==> src/rtl/itl_pkg.sv <==
// Package for the interval table: sizes, command and status codes, word types.
// Used by itl_cell and interval_table_with_point_lookup; depends on nothing.
package itl_pkg;

    localparam int TABLE_ENTRIES = 64;
    localparam int HANDLE_BITS   = 16;

    localparam int TIME_W   = 31;
    localparam int HANDLE_W = HANDLE_BITS;
    localparam int SLOT_W   = $clog2(TABLE_ENTRIES);
    localparam int COUNT_W  = $clog2(TABLE_ENTRIES + 1);
    localparam int CMD_W    = 2;
    localparam int STATUS_W = 3;

    localparam logic [CMD_W-1:0] CMD_ADD    = 2'd0;
    localparam logic [CMD_W-1:0] CMD_EDIT   = 2'd1;
    localparam logic [CMD_W-1:0] CMD_REMOVE = 2'd2;
    localparam logic [CMD_W-1:0] CMD_SEEK   = 2'd3;

    localparam logic [STATUS_W-1:0] ST_OK       = 3'd0;
    localparam logic [STATUS_W-1:0] ST_PAST_END = 3'd1;
    localparam logic [STATUS_W-1:0] ST_OVL_NEXT = 3'd2;
    localparam logic [STATUS_W-1:0] ST_OVL_PREV = 3'd3;
    localparam logic [STATUS_W-1:0] ST_FULL     = 3'd4;
    localparam logic [STATUS_W-1:0] ST_NONE     = 3'd5;

    typedef struct packed {
        logic [CMD_W-1:0]    command;
        logic [TIME_W-1:0]   begin_time;
        logic [TIME_W-1:0]   length_ms;
        logic [HANDLE_W-1:0] payload_handle;
        logic [TIME_W-1:0]   seek_position;
    } t_in_word;

    typedef struct packed {
        logic [STATUS_W-1:0] status;
        logic                on_interval;
        logic [HANDLE_W-1:0] found_handle;
        logic [TIME_W-1:0]   found_begin;
        logic [TIME_W-1:0]   found_length;
        logic [COUNT_W-1:0]  entry_count;
    } t_out_word;

    // Search word that walks the row of cells, one cell per cycle.
    typedef struct packed {
        logic                valid;
        logic [TIME_W-1:0]   key;
        logic                skip_en;
        logic [SLOT_W-1:0]   skip_slot;
        logic                have_next;
        logic [TIME_W-1:0]   next_begin;
        logic                have_prev;
        logic [TIME_W-1:0]   prev_begin;
        logic [TIME_W-1:0]   prev_length;
        logic [HANDLE_W-1:0] prev_handle;
        logic [SLOT_W-1:0]   prev_slot;
        logic                have_free;
        logic [SLOT_W-1:0]   free_slot;
    } t_sweep;

    // Entry write broadcast to every cell.
    typedef struct packed {
        logic                en;
        logic                set_entry;
        logic [SLOT_W-1:0]   slot;
        logic [TIME_W-1:0]   begin_time;
        logic [TIME_W-1:0]   length_ms;
        logic [HANDLE_W-1:0] handle;
    } t_wr;

endpackage

==> src/rtl/itl_cell.sv <==
// One table slot of the interval table plus one stage of the search word.
// Depends on itl_pkg.
module itl_cell import itl_pkg::*; (
    input  logic              i_clk,
    input  logic              i_rst_n,
    input  logic [SLOT_W-1:0] i_idx,
    input  t_wr               i_wr,
    input  t_sweep            i_word,
    output t_sweep            o_word
);

    logic                r_valid;
    logic [TIME_W-1:0]   r_begin;
    logic [TIME_W-1:0]   r_length;
    logic [HANDLE_W-1:0] r_handle;
    t_sweep              r_word;
    t_sweep              n_word;
    logic                hit;
    logic                wr_sel;

    assign wr_sel = i_wr.en && (i_wr.slot == i_idx);
    assign hit    = r_valid && !(i_word.skip_en && (i_word.skip_slot == i_idx));

    // Fold this slot into the running next / previous / free search.
    always_comb begin
        n_word = i_word;
        if (i_word.valid) begin
            if (hit) begin
                if (r_begin > i_word.key) begin
                    if (!i_word.have_next || (r_begin < i_word.next_begin)) begin
                        n_word.have_next  = 1'b1;
                        n_word.next_begin = r_begin;
                    end
                end else if (!i_word.have_prev || (r_begin > i_word.prev_begin)) begin
                    n_word.have_prev   = 1'b1;
                    n_word.prev_begin  = r_begin;
                    n_word.prev_length = r_length;
                    n_word.prev_handle = r_handle;
                    n_word.prev_slot   = i_idx;
                end
            end
            if (!r_valid && !i_word.have_free) begin
                n_word.have_free = 1'b1;
                n_word.free_slot = i_idx;
            end
        end
    end

    always_ff @(posedge i_clk) begin
        if (!i_rst_n) begin
            r_valid      <= 1'b0;
            r_word.valid <= 1'b0;
        end else begin
            r_word <= n_word;
            if (wr_sel) begin
                r_valid <= i_wr.set_entry;
            end
        end
    end

    always_ff @(posedge i_clk) begin
        if (wr_sel && i_wr.set_entry) begin
            r_begin  <= i_wr.begin_time;
            r_length <= i_wr.length_ms;
            r_handle <= i_wr.handle;
        end
    end

    assign o_word = r_word;

endmodule

==> config.mk <==
export PLATFORM = sky130hd
export DESIGN_NAME = itl_cell
export DESIGN_NICKNAME = d
export VERILOG_FILES = /design/src/rtl/itl_pkg.sv /design/src/rtl/itl_cell.sv
export SDC_FILE = /design/constraint.sdc
export NUM_CORES = 1
export LEC_CHECK = 0
export ABC_AREA = 1
export BUFFER_PORTS_ARGS = -buffer_cell sky130_fd_sc_hd__buf_2
export CAP_MARGIN = 30
export CORE_AREA = 3 3 162 164
export DETAILED_ROUTE_END_ITERATION = 10
export DIE_AREA = 0 0 165 167
export GPL_TIMING_DRIVEN = 0
export PLACE_DENSITY = 0.76
export SKIP_LAST_GASP = 1
export SYNTH_ARGS = -nofsm -noshare
export SYNTH_HDL_FRONTEND = slang
export SYNTH_SLANG_ARGS = --single-unit
==> constraint.sdc <==
create_clock -name i_clk -period 15.6 [get_ports i_clk]
set_clock_uncertainty 0.2 [all_clocks]
set_input_delay 3.12 -clock i_clk [delete_from_list [all_inputs] [get_ports i_clk]]
set_output_delay 3.12 -clock i_clk [all_outputs]
set_load 0.01 [all_outputs]
==> summary.md <==
| Metric | Value |
|---|---|
| Syn Inst Count | `1117` |
| Met3 wire length | `3420 um` |
| Port Buf Inserts | `419` |
| Inst Count DP | `1878` |
| Synthesized area | `11800 um2` |
| WL/cell | `18.7 um` |
| Critical-path cell list | `buf_2 -> inv_1 -> nor2_1 -> nor3_1 -> nand4_1 -> nor4_2 -> buf_4 -> buf_4 -> buf_4 -> buf_4 -> buf_4` |
| Wl on met1 | `13700 um` |
| Top cells by area, synth | `edfxtp_1 61%, nand2_1 12%, ha_1 9.8%` |
| Clock Latency Late Sink | `0.55 ns` |
| Setup Viol. Count Final | `0` |
| Max layer used | `met5` |
| Unrepaired setup endpoints after global routing | `false` |
| Htree depth | `1` |
| Clock Tree Buf Depth | `3` |
| Final nets | `1926` |
| Critical path class | `primary input to flop` |
| CP startpoint kind | `primary input` |
| Pwr Density | `102 nW/um2` |
| Vias in the first global route | `9951` |
| Setup TNS | `0 ns` |
| Power share of the combinational group | `0.103` |
| ANT nets after route | `0` |
| GRT overflow | `0` |
| Seq pwr share | `0.482` |
| Placer congestion estimate | `0.876` |
| Min-Delay Path Class | `flop to flop` |
| Worst-path fanout max | `9` |
| Crit path DAT | `5.57 ns` |
| Effective utilization at floorplan | `0.470` |
| Initial antenna violation count | `10` |
| Most common cell in the netlist | `nand2_1` |
| Top_reg_cell synth | `edfxtp_1` |
| Syn Area/Cell | `10.5 um2` |
| Vias post-DR | `9997` |
| Root Driver | `clkbuf_16` |
| Overall routing resource usage | `0.255` |
| Vias per std cell | `5.17` |
| TritonRoute pass-1 iters | `6` |
| Clock power frac | `0.414` |
| Peak VDD IR | `0.0856 mV` |
| Post-synth EDFFs | `240` |
| Pin count of the biggest net entering global routing | `84` |
| # DRC | `0` |
| Warnings, synthesis | `0` |
| DIE AREA | `27600 um2` |
| Worst setup EP type | `flop` |
| Die Height | `167 um` |
| CTS Hold Bufs | `0` |
| First-pass GRT wire length | `53900 um` |
| # fillers | `2074` |
| Seq cells post-synth | `242` |
| Cell Int Power | `0.00119 W` |
| Yosys cell types | `27` |
| Sw frac | `0.241` |
| DP HPWL | `27600 um` |
| CP max-delay cell | `nor4_2` |
| Die X-Extent | `165 um` |
| Post-synth top cells | `361 x nand2_1, 240 x edfxtp_1, 135 x inv_1` |
| Routed wl met2 | `17800 um` |
| Cell taking the most area after synthesis | `edfxtp_1` |
| Share of cells above drive strength 1 | `0.322` |
| Worst-path clk slew | `0.06 ns` |
| Total CTS buffers | `27` |
| Crit path largest cell delay | `0.56 ns` |
| FFs w/ async S/R, synth | `0` |
| Setup Buffers After CTS | `0` |
| Least-Margin Pin Slew | `0.693 ns` |
| Quantity of gates resized following cts | `0` |
| Sequential element share of the synthesized area | `0.616` |
| Most common cell on crit path | `buf_4` |
| Final Hold Vio Count | `0` |
| CTS Sinks | `242` |
| WL final | `36200 um` |
| CP required | `15.65 ns` |
| Slew Viols, Final | `0` |
| Tmin final | `5.52 ns` |
| Synthesis-to-finish area growth | `30.3%` |
| Crit share post-route | `0.354` |
| Share of the synthesized area in the top cell type | `0.613` |
| Core Rows | `58` |
| Max-cap violations | `0` |
| Initial DRC Count | `936` |
| Slew margin rel. | `0.534` |
| Core Area | `25000 um2` |
| Switching power | `0.000379 W` |
| Status | `completed` |
| Fin cells | `1935` |
| CTS tree | `yes` |
| Synthesized net count | `1466` |
| IO Count | `420` |
| Top achievable clock speed | `181 MHz` |
| Leak Pwr | `7.53 nW` |
## state kept, by name, indices dropped and copies added (netlist names)
signal	count
o_word	163
r_begin	31
r_length	31
r_handle	16
r_valid	1
## routing by layer
layer,global-route usage,vias up
li1,-,4715
met1,0.319,4661
met2,0.428,526
met3,0.0595,89
met4,0.0934,6
met5,0,-
## placed cells by master, fill, tap and decap left out, types with 7 or more instances in the layout
cell type / Yosys / layout
a21oi_1: 38 / 38
buf_2: 17 / 435
buf_4: 5 / 16
clkbuf_1: 9 / 11
clkbuf_16: 0 / 27
clkinv_2: 0 / 8
diode_2: 0 / 7
edfxtp_1: 240 / 240
ha_1: 92 / 92
inv_1: 135 / 135
nand2_1: 361 / 361
nand3_1: 123 / 123
nand4_1: 10 / 10
nor2_1: 32 / 32
o21ai_0: 13 / 13
## stage by stage
step	hold WS [ns]	cell area (um2)	util	setup WS, ns	power (W)
6_report	0.346	15300	0.612	10.08	0.00157
5_1_grt	0.368	15300	0.612	9.86	0.00163
4_1_cts	0.348	15300	0.612	10.06	0.00158
3_5_place_dp	0.335	14400	0.575	9.50	0.000930
3_3_place_gp	0.329	14300	0.570	-1.08	0.000926
2_1_floorplan	0.324	11800	-	3.72	0.000837
## cell type report
type	instances	area, um2	area share
antenna	7	17.5	0.00114
clock buffer	30	697	0.0455
clock inverter	20	216	0.0141
tap	330	413	0.0269
buffer	37	224	0.0146
sequential	242	7250	0.473
inverter	135	507	0.0331
timing repair buffer	431	2220	0.145
multi-input combinational	703	3790	0.247
## power by group through the flow
| stage | sequential (W) | combinational [W] | clock [W] |
|---|---|---|---|
| finish | 0.000757 | 0.000162 | 0.000650 |
| global route | 0.000759 | 0.000180 | 0.000688 |
| CTS | 0.000757 | 0.000161 | 0.000657 |
| detailed placement | 0.000770 | 0.000160 | 0 |
| global placement | 0.000772 | 0.000154 | 0 |
| floorplan | 0.000785 | 0.0000522 | 0 |
## critical path: cells and delay by family
family | cells | cell delay (ns)
buffers and inverters | 7 | 1.38
AND/OR/NAND/NOR | 4 | 1.04
## cell families (layout without fill, tap and decap cells)
group                      Yosys count  count (layout)  share of synthesized area
AOI/OAI and AO/OA                   66              66                     0.0312
and+or+nand+nor                    545             545                      0.193
buffers and inverters              172             653                     0.0621
DFF                                242             242                      0.616
other                                0               7                          0
adders and majority gates           92              92                     0.0979
## final timing paths
| kind | start | endpoint | slack (ns) | cells past startpoint |
|---|---|---|---|---|
| max | i_idx[5] | r_length[26] | 10.08 | 11 |
| min | r_length[15] | o_word[44] | 0.35 | 2 |
| max reg2reg | r_begin[14] | o_word[100] | 12.24 | 15 |
| min reg2reg | r_length[15] | o_word[44] | 0.35 | 2 |
Note: power is estimated with default switching activity, not from simulation.
